<file path="src/hdl/egcd_pkg.sv">
`timescale 1ns / 1ps
// ----------------------------------------------------------------------------
// egcd_pkg
// Shared state type and sequencer codes for the extended gcd / modular inverse block.
// ----------------------------------------------------------------------------
package egcd_pkg;

  typedef logic [1:0] state_t;

  localparam state_t ST_IDLE  = 2'd0;
  localparam state_t ST_CHECK = 2'd1;
  localparam state_t ST_DIV   = 2'd2;
  localparam state_t ST_UPD   = 2'd3;

endpackage

</file>
<file path="src/hdl/extended_gcd_mod_inverse.sv">
`timescale 1ns / 1ps
// ----------------------------------------------------------------------------
// extended_gcd_mod_inverse
// Extended Euclidean algorithm: gcd, Bezout coefficients and modular inverse.
// ----------------------------------------------------------------------------
// One operand pair is taken at a time; in_stall stays high from the input
// transfer until the sequencer is idle again. Each quotient step uses a
// restoring shift-subtract divider, one quotient bit per cycle, that also
// builds q*x and q*y by shift-add; a step is a test, the divide, then the
// coefficient update. With 32-bit operands an item needs up to about 47
// quotient steps. A finished result waits in the output register while the
// next pair may already be taken.
// inverse_value is coeff_x unreduced (may be negative) when the gcd is one.
// ----------------------------------------------------------------------------
module extended_gcd_mod_inverse #(
  parameter int OPERAND_WIDTH = 32
) (
  input  logic                            clk,
  input  logic                            rst_n,
  input  logic                            in_valid,
  output logic                            in_stall,
  input  logic [OPERAND_WIDTH-1:0]        in_operand_a,
  input  logic [OPERAND_WIDTH-1:0]        in_operand_b,
  output logic                            out_valid,
  input  logic                            out_stall,
  output logic [OPERAND_WIDTH-1:0]        out_gcd_value,
  output logic signed [OPERAND_WIDTH:0]   out_coeff_x,
  output logic signed [OPERAND_WIDTH:0]   out_coeff_y,
  output logic signed [OPERAND_WIDTH:0]   out_inverse_value,
  output logic                            out_invertible
);

  localparam int W     = OPERAND_WIDTH;
  localparam int CW    = OPERAND_WIDTH + 1;
  localparam int CNT_W = $clog2(OPERAND_WIDTH);

  egcd_pkg::state_t state_r, state_nxt;

  logic [W-1:0]          u_r, u_nxt, v_r, v_nxt;
  logic [W-1:0]          rem_r, rem_nxt, dvd_r, dvd_nxt;
  logic signed [CW-1:0]  xp_r, xp_nxt, xc_r, xc_nxt;
  logic signed [CW-1:0]  yp_r, yp_nxt, yc_r, yc_nxt;
  logic signed [CW-1:0]  qx_r, qx_nxt, qy_r, qy_nxt;
  logic [CNT_W-1:0]      cnt_r, cnt_nxt;

  logic                  out_valid_r, out_valid_nxt;
  logic [W-1:0]          gcd_r, gcd_nxt;
  logic signed [CW-1:0]  cx_r, cx_nxt, cy_r, cy_nxt, inv_r, inv_nxt;
  logic                  invb_r, invb_nxt;

  logic [W:0]            trial;
  logic [W:0]            trial_diff;
  logic                  ge;
  logic                  in_xfer, out_xfer;

  assign in_stall = (state_r != egcd_pkg::ST_IDLE);
  assign in_xfer  = in_valid && !in_stall;
  assign out_xfer = out_valid_r && !out_stall;

  // shared divide step
  assign trial      = {rem_r, dvd_r[W-1]};
  assign ge         = (trial >= {1'b0, v_r});
  assign trial_diff = trial - {1'b0, v_r};

  always_comb begin
    state_nxt     = state_r;
    u_nxt         = u_r;
    v_nxt         = v_r;
    rem_nxt       = rem_r;
    dvd_nxt       = dvd_r;
    xp_nxt        = xp_r;
    xc_nxt        = xc_r;
    yp_nxt        = yp_r;
    yc_nxt        = yc_r;
    qx_nxt        = qx_r;
    qy_nxt        = qy_r;
    cnt_nxt       = cnt_r;
    gcd_nxt       = gcd_r;
    cx_nxt        = cx_r;
    cy_nxt        = cy_r;
    inv_nxt       = inv_r;
    invb_nxt      = invb_r;
    out_valid_nxt = out_valid_r && !out_xfer;

    unique case (state_r)
      egcd_pkg::ST_IDLE: begin
        if (in_xfer) begin
          u_nxt     = in_operand_a;
          v_nxt     = in_operand_b;
          xp_nxt    = CW'(1);
          xc_nxt    = '0;
          yp_nxt    = '0;
          yc_nxt    = CW'(1);
          state_nxt = egcd_pkg::ST_CHECK;
        end
      end
      egcd_pkg::ST_CHECK: begin
        if (v_r != '0) begin
          rem_nxt   = '0;
          dvd_nxt   = u_r;
          qx_nxt    = '0;
          qy_nxt    = '0;
          cnt_nxt   = CNT_W'(W - 1);
          state_nxt = egcd_pkg::ST_DIV;
        end else if (!out_valid_r || !out_stall) begin
          gcd_nxt       = u_r;
          cx_nxt        = xp_r;
          cy_nxt        = yp_r;
          invb_nxt      = (u_r == W'(1));
          inv_nxt       = (u_r == W'(1)) ? xp_r : '0;
          out_valid_nxt = 1'b1;
          state_nxt     = egcd_pkg::ST_IDLE;
        end
      end
      egcd_pkg::ST_DIV: begin
        rem_nxt = ge ? trial_diff[W-1:0] : trial[W-1:0];
        dvd_nxt = {dvd_r[W-2:0], 1'b0};
        qx_nxt  = {qx_r[CW-2:0], 1'b0} + (ge ? xc_r : '0);
        qy_nxt  = {qy_r[CW-2:0], 1'b0} + (ge ? yc_r : '0);
        cnt_nxt = cnt_r - CNT_W'(1);
        if (cnt_r == '0) begin
          state_nxt = egcd_pkg::ST_UPD;
        end
      end
      egcd_pkg::ST_UPD: begin
        u_nxt     = v_r;
        v_nxt     = rem_r;
        xp_nxt    = xc_r;
        xc_nxt    = xp_r - qx_r;
        yp_nxt    = yc_r;
        yc_nxt    = yp_r - qy_r;
        state_nxt = egcd_pkg::ST_CHECK;
      end
      default: begin
        state_nxt = egcd_pkg::ST_IDLE;
      end
    endcase
  end

  always_ff @(posedge clk) begin
    if (!rst_n) begin
      state_r     <= egcd_pkg::ST_IDLE;
      out_valid_r <= 1'b0;
    end else begin
      state_r     <= state_nxt;
      out_valid_r <= out_valid_nxt;
    end
  end

  always_ff @(posedge clk) begin
    u_r    <= u_nxt;
    v_r    <= v_nxt;
    rem_r  <= rem_nxt;
    dvd_r  <= dvd_nxt;
    xp_r   <= xp_nxt;
    xc_r   <= xc_nxt;
    yp_r   <= yp_nxt;
    yc_r   <= yc_nxt;
    qx_r   <= qx_nxt;
    qy_r   <= qy_nxt;
    cnt_r  <= cnt_nxt;
    gcd_r  <= gcd_nxt;
    cx_r   <= cx_nxt;
    cy_r   <= cy_nxt;
    inv_r  <= inv_nxt;
    invb_r <= invb_nxt;
  end

  assign out_valid         = out_valid_r;
  assign out_gcd_value     = gcd_r;
  assign out_coeff_x       = cx_r;
  assign out_coeff_y       = cy_r;
  assign out_inverse_value = inv_r;
  assign out_invertible    = invb_r;

  // divisor never zero and remainder below it while dividing
  a_div_nonzero: assert property (@(posedge clk) disable iff (!rst_n)
    (state_r == egcd_pkg::ST_DIV) |-> (v_r != '0 && rem_r < v_r))
    else $error("divide step with bad divisor or remainder");

  a_in_to_check: assert property (@(posedge clk) disable iff (!rst_n)
    in_xfer |=> (state_r == egcd_pkg::ST_CHECK))
    else $error("input transfer did not start the sequencer");

  a_div_end: assert property (@(posedge clk) disable iff (!rst_n)
    (state_r == egcd_pkg::ST_DIV && cnt_r == '0) |=> (state_r == egcd_pkg::ST_UPD))
    else $error("divide did not end in update");

  a_flag_match: assert property (@(posedge clk) disable iff (!rst_n)
    $rose(out_valid_r) |-> (out_invertible == (out_gcd_value == W'(1))))
    else $error("invertible flag disagrees with gcd");

  a_no_overwrite: assert property (@(posedge clk) disable iff (!rst_n)
    (out_valid_r && out_stall) |=> (out_valid_r && $stable(gcd_r) && $stable(cx_r)))
    else $error("pending result overwritten");

endmodule
</file>
<file path="config.mk">
export PLATFORM = sky130hd
export DESIGN_NAME = extended_gcd_mod_inverse
export DESIGN_NICKNAME = d
export VERILOG_FILES = /design/src/hdl/egcd_pkg.sv /design/src/hdl/extended_gcd_mod_inverse.sv
export SDC_FILE = /design/constraint.sdc
export NUM_CORES = 1
export LEC_CHECK = 0
export BUFFER_PORTS_ARGS = -buffer_cell sky130_fd_sc_hd__buf_2
export CELL_PAD_IN_SITES_DETAIL_PLACEMENT = 0
export CELL_PAD_IN_SITES_GLOBAL_PLACEMENT = 1
export CORE_ASPECT_RATIO = 0.6
export CORE_MARGIN = 2
export CORE_UTILIZATION = 30
export DETAILED_ROUTE_END_ITERATION = 16
export PLACE_DENSITY = 0.55
export SLEW_MARGIN = 20
export SYNTH_ARGS = -nofsm -noshare
export SYNTH_HDL_FRONTEND = slang
export SYNTH_SLANG_ARGS = --single-unit
</file>
<file path="constraint.sdc">
create_clock -name clk -period 26.9 [get_ports clk]
set_clock_uncertainty 0.1 [all_clocks]
set_input_delay 0 -clock clk [delete_from_list [all_inputs] [get_ports clk]]
set_output_delay 0 -clock clk [all_outputs]
set_load 0.05 [all_outputs]
</file>
==> results of run 1 <==
==> worst reg2reg max path, cell delays in order (launching register included) <==
cell and delay, ns:
edfxtp_1 0.41, inv_1 0.07, ha_1 0.30, nor2b_1 0.13, o21ai_0 0.19, a21boi_0 0.25
o21a_1 0.30, o21ai_1 0.38, a21oi_1 0.28, a31oi_4 0.67, buf_4 0.67, nor2b_1 0.15
ha_1 0.26, fa_1 0.42, a21oi_1 0.17, o21ai_1 0.11, a2111oi_0 0.50, o21bai_1 0.22
o311a_1 0.42, nor4bb_1 0.40, o21ai_1 0.15, a21oi_1 0.32, nand4b_1 0.16, nand4_1 0.09
==> how the worst max path moves through the flow <==
stage                     startpoint        to  slack [ns]  depth (start not counted)
after global routing          v_r[1]  qy_r[31]       18.97                         23
after global placement        v_r[1]  qy_r[29]       19.77                         23
after detailed placement      v_r[1]  qy_r[29]       19.59                         23
after floorplan           state_r[0]    u_r[0]       11.18                          4
final                         v_r[1]  qy_r[29]       19.55                         23
after CTS                     v_r[1]  qy_r[29]       19.56                         23
==> cells by family (layout without fill, tap and decap cells) <==
family | Yosys count | after routing | share of synthesized area [%]
xor+xnor | 115 | 115 | 4.02
simple gates | 708 | 708 | 14.1
mux | 101 | 101 | 4.39
buf+inv | 217 | 537 | 3.24
compound gates | 466 | 466 | 11.6
fa+ha+maj | 169 | 169 | 8.36
flops | 466 | 466 | 54.3
==> registers in the layout, indices dropped and copies added (netlist names), 5 cells and up <==
name and flops:
out_coeff_y 33, qx_r 33, xp_r 33, qy_r 33, u_r 32, out_gcd_value 32
out_inverse_value 33, xc_r 33, out_coeff_x 33, cnt_r 5, yp_r 33, rem_r 32
yc_r 33, dvd_r 32, v_r 32
==> per-stage QoR <==
stage	area (sq um)	power, mW	cells	utilization, %	hold WS, ns
after floorplan	25700	1.39	2242	-	0.0176
after global placement	28100	1.53	3547	33.0	0.133
after detailed placement	28100	1.53	3547	33.0	0.133
after CTS	30500	2.26	3709	35.7	0.0107
after global routing	30500	2.37	3709	35.7	0.0817
final	30500	2.23	3709	35.7	0.0664
==> power groups by stage <==
stage | logic (mW) | clock network (mW) | registers [mW]
after floorplan | 0.443 | 0 | 0.949
after global placement | 0.583 | 0 | 0.942
after detailed placement | 0.583 | 0 | 0.943
after CTS | 0.595 | 0.738 | 0.929
after global routing | 0.668 | 0.762 | 0.936
final | 0.596 | 0.709 | 0.928
==> synth_stat cells, types with 23 or more instances <==
| cell | count |
|---|---|
| a211oi_1 | 23 |
| a21o_1 | 66 |
| a21oi_1 | 136 |
| and2_1 | 111 |
| clkbuf_1 | 49 |
| edfxtp_1 | 463 |
| ha_1 | 164 |
| inv_1 | 153 |
| mux2_2 | 95 |
| nand2_1 | 88 |
| nand3_1 | 35 |
| nor2_1 | 216 |
| nor2b_1 | 91 |
| nor3_1 | 40 |
| o21ai_0 | 90 |
| xnor2_1 | 65 |
| xor2_1 | 48 |
==> area by class of cell <==
cell class                      count  share of cell area (%)
Sequential cell                   466                    45.8
Multi-Input combinational cell   1559                    36.1
Timing Repair Buffer              289                    6.07
Tap cell                         1147                    4.71
Clock buffer                       62                    4.40
Inverter                          154                    1.90
Clock inverter                     32                   0.961
==> per-layer routing <==
layer	track usage [%]	wire length, um	vias up
li1	-	-	8774
met1	25.7	39000	8826
met2	21.4	27100	360
met3	2.65	3480	72
met4	3.22	1130	0
met5	0	0	-
==> flow_metrics.tcl, run 1 <==
set metrics [dict create \
    status "complete, no violations" \
    p_int_mw 1.52 \
    rsz0062_at_grt "false" \
    root_buffer "clkbuf_16" \
    hold_path.startpoint "out_stall" \
    syn_inst 2242 \
    final_cell_mix "463 x edfxtp_1, 215 x nor2_1, 201 x buf_2, 162 x ha_1, 152 x inv_1" \
    critPathMaxFanout 53 \
    p_switching_mw 0.714 \
    postRouteWirelength_um 70700 \
    clk_pin_slew_worst_paths_ns 0.06 \
    crit_family "compound AO/OA/AOI/OAI gates" \
    final_common_cell "edfxtp_1" \
    synth-edff-count 463 \
    drv_cap 0 \
    num-nets-final 2758 \
    fillers 8436 \
    r2r_start "v_r[1]" \
    synth_top_area_share_pct 54.0 \
    ant_nets 0 \
    syn_area_sq_mm 0.0257 \
    p_clk_share_pct 31.7 \
    core_sq_mm 0.0853 \
    dp_worst_setup_slack_ns 19.59 \
    gp_congestion 0.829 \
    cts.sinks 466 \
    slowest_delay_ns 0.66 \
    cp-end-kind "flop" \
    reg2reg_to "qy_r[29]" \
    leakage_nw 12.0 \
    p_comb_share_pct 26.7 \
    synth_area_leader_cell "edfxtp_1" \
    required_ns 27.15 \
    pwr_density_cell_mw_per_mm2 73.3 \
    grt_pass1_vias 17776 \
    worstPathArrival_ns 7.59 \
    whs_endpoint "state_r[1]" \
    grt_antenna_before_repair 1 \
    setup.worst_path.start_class "flop" \
    vias 18032 \
    hold_class "in2reg" \
    drt_iter0_drc 1153 \
    worstPathCellList "inv_1, ha_1, nor2b_1, o21ai_0, a21boi_0, o21a_1, o21ai_1, a21oi_1, a31oi_4, buf_4, nor2b_1, ha_1, fa_1, a21oi_1, o21ai_1, a2111oi_0, o21bai_1, o311a_1, nor4bb_1, o21ai_1, a21oi_1, nand4b_1, nand4_1" \
    tightest_slew_ns 1.05 \
    layout-drive-gt1-share_pct 16.3 \
    overflow 0 \
    synth.distinct_cells 78 \
    synth_area_per_cell_sq_um 11.5 \
    yosysSeqAreaShare_pct 54.3 \
    fmax_mhz 136 \
    cts_buffer_depth 3 \
    diodes 0 \
    drc 0 \
    synth.area.top_cells "edfxtp_1 54%, ha_1 8.0%, mux2_2 4.2%" \
    place_hpwl_um 50100 \
    relSlewSlack_pct 29.7 \
    cts-buffers-inserted 51 \
    ff2ff_path_depth 23 \
    area.sequential_sq_mm 0.0140 \
    ff2ff_setup_slack_ns 19.55 \
    setup_viol 0 \
    clock_latency_ns 0.62 \
    hold_buffers 68 \
    synthArstFlopShare_pct 0 \
    fin_ws_ns 19.55 \
    dieWidth_um 382 \
    start_util_pct 30.2 \
    synthesis.nets 2479 \
    slowest_stage "a31oi_4" \
    final-max-slew-violation-count 0 \
    hold_path_depth 6 \
    synth-main-ff-cell "edfxtp_1" \
    h-tree-depth 2 \
    drt_pre_antenna_iters 5 \
    hold_viol_final 0 \
    fin_crit_ns 7.35 \
    grt_first_pass_wirelength_um 108000 \
    syn_to_final_growth_pct 18.4 \
    ys_seq_elements 466 \
    critical_path_class "reg2reg" \
    yosysWarnings 0 \
    peakVddDrop_mv 0.0568 \
    cts_resized 0 \
    multi_input_area_sq_mm 0.0110 \
    fp-row-count 83 \
    grt_max_degree 159 \
    die_y_um 231 \
    wl_per_cell_um 19.1 \
    port_buffers 201 \
    dieArea_sq_mm 0.0882 \
    fin_crit_sh_pct 27.3 \
    seqPwrFrac_pct 41.6 \
    cp_num_buf_inv 2 \
    swShare_pct 32.0 \
    setup_tns_ns 0 \
    grt.total_usage_pct 15.8 \
    cts_setup_buffers 0 \
    tritoncts "yes" \
    pin_count 202 \
    viasPerCell 4.86 \
]
(Power assumes the default switching activity.)
==> run 2, diff against run 1 <==
==> constraint.sdc (replaced) <==
create_clock -name clk -period 7.45 [get_ports clk]
set_clock_uncertainty 0.1 [all_clocks]
set_input_delay 0 -clock clk [delete_from_list [all_inputs] [get_ports clk]]
set_output_delay 0 -clock clk [all_outputs]
set_load 0.05 [all_outputs]
==> flow_metrics.tcl, run 2 (synthesis gave the netlist of run 1 again) <==
set metrics [dict create \
    cp_num_buf_inv 1 \
    gp_congestion 0.851 \
    postRouteWirelength_um 70700 \
    final-max-slew-violation-count 0 \
    tightest_slew_ns 1.00 \
    clock_latency_ns 0.62 \
    diodes 0 \
    wl_per_cell_um 19.1 \
    cp-end-kind "flop" \
    ff2ff_path_depth 22 \
    syn_to_final_growth_pct 18.8 \
    fmax_mhz 146 \
    die_y_um 231 \
    start_util_pct 30.2 \
    layout-drive-gt1-share_pct 16.5 \
    p_comb_share_pct 26.2 \
    critPathMaxFanout 20 \
    hold_path_depth 3 \
    slowest_delay_ns 0.74 \
    hold_viol_final 0 \
    fin_crit_sh_pct 91.7 \
    fin_crit_ns 6.83 \
    swShare_pct 31.7 \
    grt_antenna_before_repair 1 \
    tritoncts "yes" \
    grt_max_degree 141 \
    vias 17956 \
    p_clk_share_pct 33.0 \
    crit_path_frequent_cell "a21oi_1" \
    grt_pass1_vias 17357 \
    final_core_util_pct 35.9 \
    critical_path_class "reg2reg" \
    slowest_stage "a31oi_4" \
    path_depth 22 \
    cts_resized 0 \
    root_buffer "clkbuf_16" \
    hold_class "in2reg" \
    status "complete, no violations" \
    relSlewSlack_pct 33.3 \
    multi_input_area_sq_mm 0.0110 \
    viasPerCell 4.84 \
    drt_iter0_drc 1160 \
    ant_nets 0 \
    required_ns 7.69 \
    cts_buffer_depth 3 \
    leakage_nw 12.1 \
    grt_first_pass_wirelength_um 108000 \
    overflow 0 \
    dieWidth_um 382 \
    final_cell_mix "463 x edfxtp_1, 215 x nor2_1, 201 x buf_2, 162 x ha_1, 152 x inv_1" \
    p_int_mw 5.63 \
    dieArea_sq_mm 0.0882 \
    grt.total_usage_pct 15.8 \
    peakVddDrop_mv 0.174 \
    clk_pin_slew_worst_paths_ns 0.07 \
    num-nets-final 2757 \
    worstPathArrival_ns 7.07 \
    drv_cap 0 \
    crit_family "compound AO/OA/AOI/OAI gates" \
    rsz0062_at_grt "false" \
    setup_tns_ns 0 \
    fp-row-count 83 \
    cts.sinks 466 \
    place_hpwl_um 50200 \
    final_common_cell "edfxtp_1" \
    drt_pre_antenna_iters 7 \
    area.sequential_sq_mm 0.0140 \
    pwr_density_cell_mw_per_mm2 269 \
    hold_buffers 68 \
    drc 0 \
    cts_setup_buffers 0 \
    port_buffers 201 \
    worstPathCellList "inv_1, ha_1, nor2b_1, o21ai_0, a21boi_0, o21a_1, o21ai_1, a21oi_1, a31oi_4, nor2b_1, ha_1, fa_1, a21oi_1, o21ai_1, a2111oi_0, o21bai_1, o311a_1, o21bai_2, a21oi_1, o41ai_1, nand3_1, nor3b_1" \
    core_sq_mm 0.0853 \
    cts-buffers-inserted 50 \
    fillers 8445 \
    p_switching_mw 2.61 \
    seqPwrFrac_pct 40.7 \
    setup.worst_path.start_class "flop" \
    h-tree-depth 2 \
    pin_count 202 \
    setup_viol 0 \
]
==> run 2: cell count changes in the layout (fill, tap and decap cells not counted) <==
cell       change
nor4_2         -1
clkinv_8       +1
clkbuf_16      -1
bufinv_16      +4
clkbuf_1       -1
clkinv_4       -1
clkinv_1       -4
clkbuf_8       +2
nor4_4         +1
==> run 2: power groups by stage <==
stage | Clock, mW | Combinational, mW | Sequential [mW]
after CTS | 2.81 | 2.15 | 3.36
after detailed placement | 0 | 2.11 | 3.41
after floorplan | 0 | 1.60 | 3.35
after global placement | 0 | 2.11 | 3.41
after global routing | 2.91 | 2.42 | 3.38
final | 2.72 | 2.16 | 3.35
==> run 2: final timing paths <==
kind	to	slack, ns	start
hold / removal	v_r[18]	0.12	in_operand_b[18]
setup reg to reg	qy_r[25]	0.62	v_r[1]
hold reg to reg	out_coeff_y[0]	0.36	yp_r[0]
setup / recovery	qy_r[25]	0.62	v_r[1]
==> run 2: final cells by class <==
| type | count | area share [%] |
|---|---|---|
| Tap cell | 1147 | 4.69 |
| Clock buffer | 62 | 4.37 |
| Inverter | 154 | 1.89 |
| Timing Repair Buffer | 289 | 6.05 |
| Clock inverter | 32 | 1.33 |
| Multi-Input combinational cell | 1559 | 36.0 |
| Sequential cell | 466 | 45.7 |
==> run 2: stage by stage <==
stage	hold WS (ns)	setup slack, ns	total power, mW	instances	instance area, sq um
5_1_grt	0.104	0.0122	8.71	3709	30600
3_5_place_dp	0.184	0.656	5.52	3547	28200
4_1_cts	0.0591	0.623	8.32	3709	30600
6_report	0.119	0.618	8.24	3709	30600
3_3_place_gp	0.178	0.771	5.52	3547	28100
2_1_floorplan	0.0178	0.808	4.96	2242	25800
==> run 2: layer usage <==
layer	track usage, %	wire length (um)	up-vias	part of all wire (%)
li1	-	-	8770	-
met5	0	0	-	0
met4	3.58	1280	0	1.8
met3	2.44	3290	83	4.6
met2	20.9	26900	354	38
met1	26.0	39300	8749	56
==> run 2: worst register-to-register path: cells and delay by family (launching register included) <==
kind | cells | cell delay [ns]
and+or+nand+nor | 4 | 0.58
AOI/OAI and AO/OA | 14 | 4.44
DFF | 1 | 0.41
buffers and inverters | 1 | 0.06
adders and majority gates | 3 | 0.99
==> run 3, diff against run 2 <==
--- a/config.mk
+++ b/config.mk
@@ -6,13 +6,11 @@
 export NUM_CORES = 1
 export LEC_CHECK = 0
 export BUFFER_PORTS_ARGS = -buffer_cell sky130_fd_sc_hd__buf_2
-export CELL_PAD_IN_SITES_DETAIL_PLACEMENT = 0
-export CELL_PAD_IN_SITES_GLOBAL_PLACEMENT = 1
 export CORE_ASPECT_RATIO = 0.6
 export CORE_MARGIN = 2
 export CORE_UTILIZATION = 30
 export DETAILED_ROUTE_END_ITERATION = 16
-export PLACE_DENSITY = 0.55
+export PLACE_DENSITY = 0.47
 export SLEW_MARGIN = 20
 export SYNTH_ARGS = -nofsm -noshare
 export SYNTH_HDL_FRONTEND = slang
==> flow_metrics.tcl, run 3 (synthesis gave the netlist of run 1 again) <==
set metrics [dict create \
    grt_antenna_before_repair 1 \
    vias 18082 \
    hold_viol_final 0 \
    relSlewSlack_pct 34.0 \
    grt.total_usage_pct 15.7 \
    critPathMaxFanout 13 \
    tritoncts "yes" \
    design_area_sq_mm 0.0305 \
    critical_path_class "reg2reg" \
    drt_pre_antenna_iters 5 \
    syn_to_final_growth_pct 18.5 \
    clk_pin_slew_worst_paths_ns 0.06 \
    viasPerCell 4.88 \
    grt-busiest-layer "met1" \
    placed_area_sq_mm 0.0281 \
    tightest_slew_ns 0.990 \
    cp-end-kind "flop" \
    fin_crit_ns 6.48 \
    num-nets-final 2758 \
    pwr_density_cell_mw_per_mm2 264 \
    ff2ff_path_depth 22 \
    drc 0 \
    final_common_cell "edfxtp_1" \
    drt_iter0_drc 1173 \
    placed_cells 3546 \
    layout-drive-gt1-share_pct 16.5 \
    wl_per_cell_um 18.9 \
    met2_usage_pct 21.6 \
    final-max-slew-violation-count 0 \
    hold_path_depth 3 \
    setup_viol 0 \
    grt_max_degree 153 \
    gp_congestion 0.868 \
    status "complete, no violations" \
    leakage_nw 12.0 \
    diodes 0 \
    cts-buffers-inserted 51 \
    start_util_pct 30.2 \
    ff2ff_setup_slack_ns 0.97 \
    h-tree-depth 2 \
    grt_first_pass_wirelength_um 107000 \
    peakVddDrop_mv 0.154 \
    met1_usage_pct 25.4 \
    rsz0062_at_grt "false" \
    overflow 0 \
    ant_nets 0 \
    place_hpwl_um 50500 \
    hold_class "in2reg" \
    worstPathArrival_ns 6.73 \
    core_sq_mm 0.0853 \
    dieArea_sq_mm 0.0882 \
    die_y_um 231 \
    port_buffers 201 \
    final_cell_mix "463 x edfxtp_1, 215 x nor2_1, 201 x buf_2, 162 x ha_1, 152 x inv_1" \
    root_buffer "clkbuf_16" \
    setup.worst_path.start_class "flop" \
    fin_cells 3706 \
    pin_count 202 \
    fp-row-count 83 \
    clock_latency_ns 0.61 \
    dieWidth_um 382 \
    setup_tns_ns 0 \
    grt_pass1_vias 17466 \
    grtUsageMet3_pct 2.27 \
    cts.sinks 466 \
    required_ns 7.70 \
    postRouteWirelength_um 70200 \
    fmax_mhz 154 \
    fin_crit_sh_pct 87.0 \
    cts_buffer_depth 3 \
    drv_cap 0 \
]
-- run 3: cell types whose count changed in the layout (fill, tap and decap cells not counted), moves of 2 or more --
cell / delta
bufinv_16: -4
buf_4: -2
clkinv_1: -3
inv_6: +4
clkbuf_8: -2
clkinv_8: -2
-- run 3: layer usage --
layer  vias up  share of wire, %
met5         -                 0
li1       8771                 -
met2       444                39
met4         0               1.5
met1      8800                54
met3        67               5.1
-- run 3: through the flow --
| step | power (mW) | worst slack (ns) | util [%] | hold WS (ns) |
|---|---|---|---|---|
| 6_report | 8.05 | 0.966 | 35.8 | 0.139 |
| 5_1_grt | 8.52 | 0.431 | 35.8 | 0.115 |
| 4_1_cts | 8.14 | 1.08 | 35.7 | 0.0843 |
| 3_5_place_dp | 5.52 | 1.11 | 33.0 | 0.189 |
| 3_3_place_gp | 5.50 | 1.38 | 33.0 | 0.179 |
| 2_1_floorplan | 4.96 | 0.808 | - | 0.0178 |
-- run 3: worst paths after layout --
kind | start | endpoint
max | v_r[1] | qy_r[31]
min reg2reg | xp_r[10] | out_coeff_x[10]
min | in_operand_a[4] | u_r[4]
max reg2reg | v_r[1] | qy_r[31]
-- run 3: critical path, stage by stage, from the launching register on --
cell       delay (ns)
edfxtp_1         0.43
inv_1            0.07
ha_1             0.30
nor2b_1          0.13
o21ai_0          0.20
a21boi_0         0.17
o21a_1           0.25
o21ai_1          0.28
a21oi_1          0.25
a31oi_4          0.57
nor2b_1          0.11
ha_1             0.26
fa_1             0.41
a21oi_1          0.18
o21ai_1          0.11
a2111oi_0        0.58
o21bai_1         0.24
o311a_1          0.41
nor4bb_1         0.41
o21ai_1          0.15
a21oi_1          0.33
o21ai_1          0.14
mux2i_1          0.13
-- run 3: final cells by class --
type | instances | area, sq um
tap | 1147 | 1440
timing repair buffer | 289 | 1880
fill | 8400 | 54800
sequential | 466 | 14000
clock inverter | 30 | 298
multi-input combinational | 1559 | 11000
inverter | 154 | 578
clock buffer | 61 | 1310
-- run 3: what timing repair did --
item,in CTS,in global routing
setup endpoints to repair,0,0
buffers inserted,0,0
gates resized for setup,0,0
hold buffers,67,0
hold endpoints to repair,67,0
-- run 3: where the power goes --
| part | internal, mW | leakage (nW) | switching, mW | total (mW) |
|---|---|---|---|---|
| Clock | 1.43 | 0.787 | 1.10 | 2.53 |
| Sequential | 3.18 | 4.52 | 0.184 | 3.37 |
| Combinational | 0.862 | 6.73 | 1.29 | 2.15 |
| Total | 5.48 | 12.0 | 2.57 | 8.05 |
